[config.mk]
export PLATFORM = sky130hd
export DESIGN_NAME = arq_sender_window_tracker
export DESIGN_NICKNAME = d
export VERILOG_FILES = /design/src/arqsw_pkg.sv /design/src/arqsw_ram.sv /design/src/arq_sender_window_tracker.sv
export VERILOG_INCLUDE_DIRS = /design/src /design/src/src
export SDC_FILE = /design/constraint.sdc
export NUM_CORES = 1
export LEC_CHECK = 0
export ABC_AREA = 1
export BUFFER_PORTS_ARGS = -buffer_cell sky130_fd_sc_hd__clkbuf_2
export CAP_MARGIN = 15
export CORE_MARGIN = 1
export CORE_UTILIZATION = 45
export DETAILED_ROUTE_END_ITERATION = 8
export HOLD_SLACK_MARGIN = 0.1
export PLACE_DENSITY = 0.67
export SETUP_SLACK_MARGIN = 0.02
export SYNTH_ARGS = -nofsm -noshare
export SYNTH_HDL_FRONTEND = slang
export SYNTH_SLANG_ARGS = --single-unit
[constraint.sdc]
create_clock -name clk -period 5.3 [get_ports clk]
set_input_delay 0.265 -clock clk [delete_from_list [all_inputs] [get_ports clk]]
set_output_delay 0.265 -clock clk [all_outputs]
set_load 0.02 [all_outputs]
[src/assert_macros.svh]
// assertion macros used by the tracker rtl file
`ifndef ASSERT_MACROS_SVH
`define ASSERT_MACROS_SVH

// property that holds at every clock edge out of reset
`define ASSERT_ALWAYS(label, expr, msg) \
	label: assert property (@(posedge clk) disable iff (!arst_n) (expr)) \
		else $error(msg);

// same-cycle implication
`define ASSERT_IMPLY(label, ante, cons, msg) \
	label: assert property (@(posedge clk) disable iff (!arst_n) (ante) |-> (cons)) \
		else $error(msg);

// next-cycle implication
`define ASSERT_NEXT(label, ante, cons, msg) \
	label: assert property (@(posedge clk) disable iff (!arst_n) (ante) |=> (cons)) \
		else $error(msg);

`endif

[src/arqsw_pkg.sv]
// types and constants of the resend window tracker
package arqsw_pkg;

	localparam int FUNC_W      = 2;
	localparam int KIND_W      = 2;
	localparam int SEQ_OUT_W   = 4;
	localparam int ACK_W       = 4;
	localparam int HANDLE_W    = 16;
	localparam int TIME_W      = 16;
	localparam int MAX_RESULTS = 9;
	localparam int MAX_RESEND  = MAX_RESULTS - 1;
	localparam int RES_CNT_W   = $clog2(MAX_RESEND + 1);

	localparam logic [TIME_W-1:0] TIMEOUT_RST = 16'd100;

	typedef enum logic [FUNC_W-1:0] {
		FN_SEND = 2'd0,
		FN_ACK  = 2'd1,
		FN_TICK = 2'd2,
		FN_NOP  = 2'd3
	} func_t;

	typedef enum logic [KIND_W-1:0] {
		KIND_NEW     = 2'd0,
		KIND_RESEND  = 2'd1,
		KIND_STATUS  = 2'd2,
		KIND_REFUSED = 2'd3
	} kind_t;

	typedef enum logic [2:0] {
		ST_IDLE,
		ST_EXEC,
		ST_SCAN_RD,
		ST_SCAN_EV,
		ST_CLOSE
	} state_t;

endpackage

[src/arqsw_ram.sv]
// generic single-write, single-read ram with registered read data
module arqsw_ram #(
	parameter int WIDTH = 32,
	parameter int DEPTH = 8
) (
	input  logic                                   clk,
	input  logic                                   we,
	input  logic [((DEPTH > 1) ? $clog2(DEPTH) : 1)-1:0] waddr,
	input  logic [WIDTH-1:0]                       wdata,
	input  logic                                   re,
	input  logic [((DEPTH > 1) ? $clog2(DEPTH) : 1)-1:0] raddr,
	output logic [WIDTH-1:0]                       rdata
);

	logic [WIDTH-1:0] mem_q [DEPTH];
	logic [WIDTH-1:0] rdata_q;

	always_ff @(posedge clk) begin
		if (we) begin
			mem_q[waddr] <= wdata;
		end
		if (re) begin
			rdata_q <= mem_q[raddr];
		end
	end

	assign rdata = rdata_q;

endmodule

[src/arq_sender_window_tracker.sv]
// top level of the selective-repeat sender window tracker
// A send, acknowledgement or no-op input puts its single result into the
// result register once the output is free, and only then returns to idle to
// take the next input.
// A tick scans the slots, one slot a cycle unless it waits on a stalled result
// output; a pending slot, while fewer than MAX_RESEND resends were made in
// this tick, adds a read of its stamp and handle from the slot memory, whose
// read data is registered. If every slot is acknowledged the scan is skipped,
// and a tick ends with one status result. The result register lets an input be
// taken while the previous result still waits on the output.
`include "assert_macros.svh"

module arq_sender_window_tracker #(
	parameter int WINDOW_SIZE = 8
) (
	input  logic        clk,
	input  logic        arst_n,
	input  logic        in_valid,
	output logic        in_ready,
	input  logic [1:0]  func,
	input  logic [3:0]  ack_seq,
	input  logic [15:0] frame_handle,
	output logic        out_valid,
	input  logic        out_ready,
	output logic [1:0]  kind,
	output logic [3:0]  seq_out,
	output logic [15:0] handle_out,
	output logic        window_flipped,
	output logic        upper_half,
	output logic        last,
	input  logic        cfg_we,
	input  logic [15:0] cfg_wdata
);

	localparam int SLOT_W    = (WINDOW_SIZE > 1) ? $clog2(WINDOW_SIZE) : 1;
	localparam int CNT_W     = $clog2(WINDOW_SIZE + 1);
	localparam int SEQ_W     = $clog2(2 * WINDOW_SIZE);
	localparam int AW        = (SEQ_W + 1 > 5) ? SEQ_W + 1 : 5;
	localparam int TIME_W    = arqsw_pkg::TIME_W;
	localparam int HANDLE_W  = arqsw_pkg::HANDLE_W;
	localparam int SEQ_OUT_W = arqsw_pkg::SEQ_OUT_W;
	localparam int RES_CNT_W = arqsw_pkg::RES_CNT_W;
	localparam int RAM_W     = TIME_W + HANDLE_W;

	arqsw_pkg::state_t state_q, state_d;

	logic [TIME_W-1:0]      tout_q;
	logic [TIME_W-1:0]      tick_q;
	logic                   half_q;
	logic [CNT_W-1:0]       fill_q;
	logic [WINDOW_SIZE-1:0] pend_q;
	logic [WINDOW_SIZE-1:0] ackd_q;
	logic [CNT_W-1:0]       idx_q;
	logic [RES_CNT_W-1:0]   nres_q;

	arqsw_pkg::func_t       func_q;
	logic [3:0]             ack_q;
	logic [HANDLE_W-1:0]    hdl_q;

	logic                   out_valid_q;
	arqsw_pkg::kind_t       kind_q;
	logic [SEQ_OUT_W-1:0]   seq_q;
	logic [HANDLE_W-1:0]    hdl_out_q;
	logic                   flip_out_q;
	logic                   half_out_q;
	logic                   last_q;

	logic                   in_xfer;
	logic                   out_free;
	logic [SEQ_W-1:0]       base;
	logic [SLOT_W-1:0]      slot_idx;
	logic [SLOT_W-1:0]      fill_slot;
	logic                   full;
	logic [AW-1:0]          ack_ext;
	logic [AW-1:0]          base_ext;
	logic [AW-1:0]          ack_diff;
	logic [SLOT_W-1:0]      ack_slot;
	logic                   in_half;
	logic                   all_acked;

	logic                   ram_we;
	logic                   ram_re;
	logic [SLOT_W-1:0]      ram_waddr;
	logic [RAM_W-1:0]       ram_wdata;
	logic [RAM_W-1:0]       ram_rdata;
	logic [TIME_W-1:0]      rd_time;
	logic [HANDLE_W-1:0]    rd_hdl;
	logic [TIME_W-1:0]      age;
	logic                   overdue;

	logic                   ld;
	arqsw_pkg::kind_t       o_kind;
	logic [SEQ_W-1:0]       o_seq;
	logic [HANDLE_W-1:0]    o_hdl;
	logic                   o_last;
	logic                   send_go;
	logic                   ack_go;
	logic                   flip_go;
	logic                   scan_start;
	logic                   idx_inc;
	logic                   nres_inc;

	assign in_ready  = (state_q == arqsw_pkg::ST_IDLE);
	assign in_xfer   = in_valid && in_ready;
	assign out_free  = !out_valid_q || out_ready;

	assign base      = half_q ? SEQ_W'(WINDOW_SIZE) : '0;
	assign slot_idx  = idx_q[SLOT_W-1:0];
	assign fill_slot = fill_q[SLOT_W-1:0];
	assign full      = (fill_q == CNT_W'(WINDOW_SIZE));
	assign all_acked = &ackd_q;

	assign ack_ext   = AW'(ack_q);
	assign base_ext  = AW'(base);
	assign ack_diff  = ack_ext - base_ext;
	assign ack_slot  = ack_diff[SLOT_W-1:0];
	assign in_half   = (ack_ext >= base_ext) && (ack_ext < base_ext + AW'(WINDOW_SIZE));

	assign rd_time   = ram_rdata[RAM_W-1 -: TIME_W];
	assign rd_hdl    = ram_rdata[HANDLE_W-1:0];
	assign age       = tick_q - rd_time;
	assign overdue   = (age > tout_q);

	assign ram_waddr = (state_q == arqsw_pkg::ST_EXEC) ? fill_slot : slot_idx;
	assign ram_wdata = {tick_q, (state_q == arqsw_pkg::ST_EXEC) ? hdl_q : rd_hdl};

	arqsw_ram #(
		.WIDTH(RAM_W),
		.DEPTH(WINDOW_SIZE)
	) u_slot_ram (
		.clk  (clk),
		.we   (ram_we),
		.waddr(ram_waddr),
		.wdata(ram_wdata),
		.re   (ram_re),
		.raddr(slot_idx),
		.rdata(ram_rdata)
	);

	always_comb begin
		state_d    = state_q;
		ld         = 1'b0;
		o_kind     = arqsw_pkg::KIND_STATUS;
		o_seq      = '0;
		o_hdl      = '0;
		o_last     = 1'b1;
		ram_we     = 1'b0;
		ram_re     = 1'b0;
		send_go    = 1'b0;
		ack_go     = 1'b0;
		flip_go    = 1'b0;
		scan_start = 1'b0;
		idx_inc    = 1'b0;
		nres_inc   = 1'b0;
		unique case (state_q)
			arqsw_pkg::ST_IDLE: begin
				if (in_valid) begin
					state_d = arqsw_pkg::ST_EXEC;
				end
			end
			arqsw_pkg::ST_EXEC: begin
				unique case (func_q)
					arqsw_pkg::FN_SEND: begin
						if (out_free) begin
							ld      = 1'b1;
							state_d = arqsw_pkg::ST_IDLE;
							if (full) begin
								o_kind = arqsw_pkg::KIND_REFUSED;
							end else begin
								o_kind  = arqsw_pkg::KIND_NEW;
								o_seq   = base + SEQ_W'(fill_slot);
								o_hdl   = hdl_q;
								ram_we  = 1'b1;
								send_go = 1'b1;
							end
						end
					end
					arqsw_pkg::FN_ACK: begin
						if (out_free) begin
							ld      = 1'b1;
							ack_go  = in_half && pend_q[ack_slot];
							state_d = arqsw_pkg::ST_IDLE;
						end
					end
					arqsw_pkg::FN_TICK: begin
						scan_start = 1'b1;
						state_d    = all_acked ? arqsw_pkg::ST_CLOSE : arqsw_pkg::ST_SCAN_RD;
					end
					default: begin
						if (out_free) begin
							ld      = 1'b1;
							state_d = arqsw_pkg::ST_IDLE;
						end
					end
				endcase
			end
			arqsw_pkg::ST_SCAN_RD: begin
				priority if (idx_q == CNT_W'(WINDOW_SIZE)) begin
					state_d = arqsw_pkg::ST_CLOSE;
				end else if (pend_q[slot_idx] && (nres_q < RES_CNT_W'(arqsw_pkg::MAX_RESEND))) begin
					ram_re  = 1'b1;
					state_d = arqsw_pkg::ST_SCAN_EV;
				end else begin
					idx_inc = 1'b1;
				end
			end
			arqsw_pkg::ST_SCAN_EV: begin
				if (overdue) begin
					if (out_free) begin
						ld       = 1'b1;
						o_kind   = arqsw_pkg::KIND_RESEND;
						o_seq    = base + SEQ_W'(slot_idx);
						o_hdl    = rd_hdl;
						o_last   = 1'b0;
						ram_we   = 1'b1;
						nres_inc = 1'b1;
						idx_inc  = 1'b1;
						state_d  = arqsw_pkg::ST_SCAN_RD;
					end
				end else begin
					idx_inc = 1'b1;
					state_d = arqsw_pkg::ST_SCAN_RD;
				end
			end
			arqsw_pkg::ST_CLOSE: begin
				if (out_free) begin
					ld      = 1'b1;
					flip_go = all_acked;
					state_d = arqsw_pkg::ST_IDLE;
				end
			end
			default: begin
				state_d = arqsw_pkg::ST_IDLE;
			end
		endcase
	end

	always_ff @(posedge clk or negedge arst_n) begin
		if (!arst_n) begin
			state_q <= arqsw_pkg::ST_IDLE;
		end else begin
			state_q <= state_d;
		end
	end

	always_ff @(posedge clk or negedge arst_n) begin
		if (!arst_n) begin
			tout_q      <= arqsw_pkg::TIMEOUT_RST;
			tick_q      <= '0;
			half_q      <= 1'b0;
			fill_q      <= '0;
			pend_q      <= '0;
			ackd_q      <= '0;
			idx_q       <= '0;
			nres_q      <= '0;
			out_valid_q <= 1'b0;
		end else begin
			if (cfg_we) begin
				tout_q <= cfg_wdata;
			end
			if (in_xfer && (arqsw_pkg::func_t'(func) == arqsw_pkg::FN_TICK)) begin
				tick_q <= tick_q + 1'b1;
			end
			if (send_go) begin
				pend_q[fill_slot] <= 1'b1;
				fill_q            <= fill_q + 1'b1;
			end
			if (ack_go) begin
				pend_q[ack_slot] <= 1'b0;
				ackd_q[ack_slot] <= 1'b1;
			end
			if (flip_go) begin
				half_q <= ~half_q;
				fill_q <= '0;
				pend_q <= '0;
				ackd_q <= '0;
			end
			if (scan_start) begin
				idx_q  <= '0;
				nres_q <= '0;
			end
			if (idx_inc) begin
				idx_q <= idx_q + 1'b1;
			end
			if (nres_inc) begin
				nres_q <= nres_q + 1'b1;
			end
			if (ld) begin
				out_valid_q <= 1'b1;
			end else if (out_ready) begin
				out_valid_q <= 1'b0;
			end
		end
	end

	// item and result payload
	always_ff @(posedge clk) begin
		if (in_xfer) begin
			func_q <= arqsw_pkg::func_t'(func);
			ack_q  <= ack_seq;
			hdl_q  <= frame_handle;
		end
		if (ld) begin
			kind_q     <= o_kind;
			seq_q      <= SEQ_OUT_W'(o_seq);
			hdl_out_q  <= o_hdl;
			flip_out_q <= flip_go;
			half_out_q <= half_q ^ flip_go;
			last_q     <= o_last;
		end
	end

	assign out_valid      = out_valid_q;
	assign kind           = kind_q;
	assign seq_out        = seq_q;
	assign handle_out     = hdl_out_q;
	assign window_flipped = flip_out_q;
	assign upper_half     = half_out_q;
	assign last           = last_q;

	`ASSERT_ALWAYS(a_flags_excl, (pend_q & ackd_q) == '0, "slot both pending and acked")
	`ASSERT_ALWAYS(a_fill_max, fill_q <= CNT_W'(WINDOW_SIZE), "fill count beyond window")
	`ASSERT_IMPLY(a_read_pending, ram_re, pend_q[slot_idx], "slot read while not pending")
	`ASSERT_IMPLY(a_resend_cap, nres_inc, nres_q < RES_CNT_W'(arqsw_pkg::MAX_RESEND), "too many resends in one tick")
	`ASSERT_NEXT(a_flip_clears, flip_go, (pend_q == '0) && (ackd_q == '0) && (fill_q == '0), "half switch left slot state")

endmodule

==> reports/qor.txt <==
Pleak - 7.59 nW
min Tclk post-route - 4710 ps
Synth Warn # - 0
critical path type - reg2reg
cell area after synthesis - 17000 sq um
commonest non-fill, non-tap cells in the layout - 335 x edfxtp_1, 287 x nor2_1, 179 x o21ai_0
commonest non-fill, non-tap cell in the layout - edfxtp_1
Antenna Violating Nets Remaining - 0
deepest clock path buffer count - 3
PD cells - 541 nW/um^2
crit-path most repeated cell - nand2_1
Worst slew margin - 21.8%
clock skew - 25.7 ps
total power - 10.7 mW
share of cells above drive strength 1 - 12.7%
Yosys top cell by area - edfxtp_1
initial antenna violation count - 0
worst hold path type - in2reg
Chip Height - 196 microns
final worst-path setup slack - 590 ps
Worst Setup End Kind - flip-flop
io pins - 70
synthesized net count - 1566
CP Data Arrival Time - 4940 ps
RSZ-0062 raised after global routing - no
Slew Limit Fails - 0
global-route wire length before repair - 61200 microns
n_diodes - 0
die area - 38600 sq um
GRT Util Overall - 20.7%
nets@finish - 1693
H-tree lvl count - 2
final clock period utilization by the worst path - 88.9%
GRT overflow - 0
DR pass1 iterations - 5
area grow syn2layout - 16.8%
syn avg cell area - 11.5 sq um
DR vias/cell - 5.33
Max IR drop VDD - 0.359 mV
Synth Instances - 1483
Die X-Extent - 196 microns
final wirelength - 39400 microns
max-cap viol count - 0
Critical Path Source Type - flip-flop
post-DR wirelength/cell - 18.4 microns
CTS root buf - clkbuf_16
synth unique cells - 42
vias in the first global route - 11000
EDFF count, synth - 335
largest cells by area after synthesis - edfxtp_1 59%, dfrtp_1 9.1%, nor2_1 6.6%
post-synthesis sequential area ratio - 68.7%
CP max stage cell - dfrtp_1
clock sinks - 400
row cnt - 70
critical path peak fanout - 21
f_max - 0.212 GHz
CTS Buf Count - 42
initial drt markers - 1304
Core ar. - 36900 sq um
total setup buffers inserted after CTS - 0
Setup TNS Final - 0 ps
Synth Flop Type - edfxtp_1
CP Cell Sequence - inv_1 -> ha_1 -> fa_1 -> nand3b_1 -> nand2_1 -> a21oi_1 -> o21bai_1 -> nand2_1 -> nand2_1 -> xor2_1 -> inv_1 -> ha_1 -> nand2_1 -> nor3_1 -> nand2_1 -> nand2_1 -> nand4_1 -> nand2_1 -> nand2_1 -> nor2_4 -> buf_12
CP peak stage delay - 570 ps
final hold vios - 0
synthesis-stage register bit count - 400
CTS tree - yes
top cell type's share of synthesized area - 59.1%
via count - 11500
FFs w/ async S/R, synth - 16.3%
setup violators final - 0
Initial Util - 46.1%
routability congestion estimate from global placement - 0.856
Worst-Margin Slew - 1160 ps
DRC - 0
port bufs - 69
largest net degree at the start of global routing - 93
Reg clk slew, reported paths - 60 ps
Util after Layout - 53.9%
pre-CTS worst setup slack - 599 ps
hold_ws - 218 ps
hpwl dp - 24900 microns
worst skew pair latency - 550 ps
outcome - finished, final reports clean
CP Data Required Time - 5530 ps
path summary, 6_finish.rpt:
check,start,end,slack [ps],depth (start not counted)
max in group asynchronous,arst_n,idx_q[0],4150,3
min,out_ready,state_q[2],220,4
min reg2reg,fill_q[3],fill_q[3],470,1
max reg2reg,tick_q[0],u_slot_ram.mem_q[6][26],590,21
max,tick_q[0],u_slot_ram.mem_q[6][26],590,21
min in group asynchronous,arst_n,tout_q[14],480,3
routing by layer:
layer / up-vias / routed length [microns] / GRT usage, %
met3: 78 / 2630 / 3.08
met1: 5514 / 17400 / 29.9
met4: 0 / 1240 / 7.55
li1: 5441 / - / -
met2: 420 / 18200 / 32.0
met5: - / 0 / 0
critical path: cells and delay by family (launching register included):
family | cells | cell delay [ps]
compound gates | 2 | 360
xor+xnor | 1 | 140
fa+ha+maj | 3 | 930
buf+inv | 3 | 410
flops | 1 | 570
simple gates | 12 | 1980
cells in the mapped netlist, drive strengths merged, types with 2 or more instances:
cell type and instances:
a21o 4, a21oi 25, a31oi 35, buf 15
clkbuf 49, dfrtp 62, dfstp 3, edfxtp 335
ha 39, inv 120, nand2 139, nand3 36
nand3b 3, nand4 13, nor2 301, nor3 14
nor4 5, o211ai 3, o21a 2, o21ai 200
o22ai 37, or2 2, xnor2 17, xor2 18
report_power, final:
group	switching (mW)	internal (mW)	total (mW)	leakage (nW)
clock network	1.19	1.65	2.84	0.662
registers	0.381	4.26	4.64	3.85
logic	2.28	0.985	3.27	3.08
total	3.86	6.89	10.7	7.59
stage by stage:
stage | cells | area [sq um]
after floorplan | 1483 | 17000
after global placement | 2029 | 18100
after detailed placement | 2029 | 18100
after CTS | 2146 | 19800
after global routing | 2147 | 19900
final | 2147 | 19900
logic make-up (layout without fill, tap and decap cells):
kind of cell | Yosys count | count (layout) | share of synthesized area, %
AOI/OAI and AO/OA | 310 | 310 | 9.85
xor gates and xnor gates | 35 | 35 | 1.80
and+or+nand+nor | 513 | 513 | 12.4
DFF | 400 | 400 | 68.7
buffers and inverters | 184 | 344 | 4.16
muxes | 1 | 1 | 0.0662
adders and majority gates | 40 | 40 | 2.99
sequential cells by signal, summed over array words and instances, names as in the netlist:
name / flops
handle_out: 16
window_flipped: 1
kind: 2
upper_half: 1
ackd_q: 8
fill_q: 4
pend_q: 8
nres_q: 4
last: 1
func_q: 2
ack_q: 4
seq_out: 4
hdl_q: 16
out_valid: 1
idx_q: 4
tout_q: 16
state_q: 3
u_slot_ram.rdata: 32
half_q: 1
u_slot_ram.mem_q: 256
tick_q: 16
layout make-up:
| type | count | area, sq um |
|---|---|---|
| fill | 3077 | 17000 |
| sequential | 400 | 11700 |
| multi-input combinational | 899 | 4680 |
| clock buffer | 53 | 1150 |
| timing repair buffer | 147 | 1060 |
| tap | 504 | 631 |
| inverter | 120 | 452 |
| clock inverter | 24 | 190 |
timing repair:
item | in CTS | in global routing
hold buffers | 40 | 0
hold endpoints to repair | 101 | 0
resized for setup | 0 | 0
No activity file was read; power rests on OpenSTA's default activity.
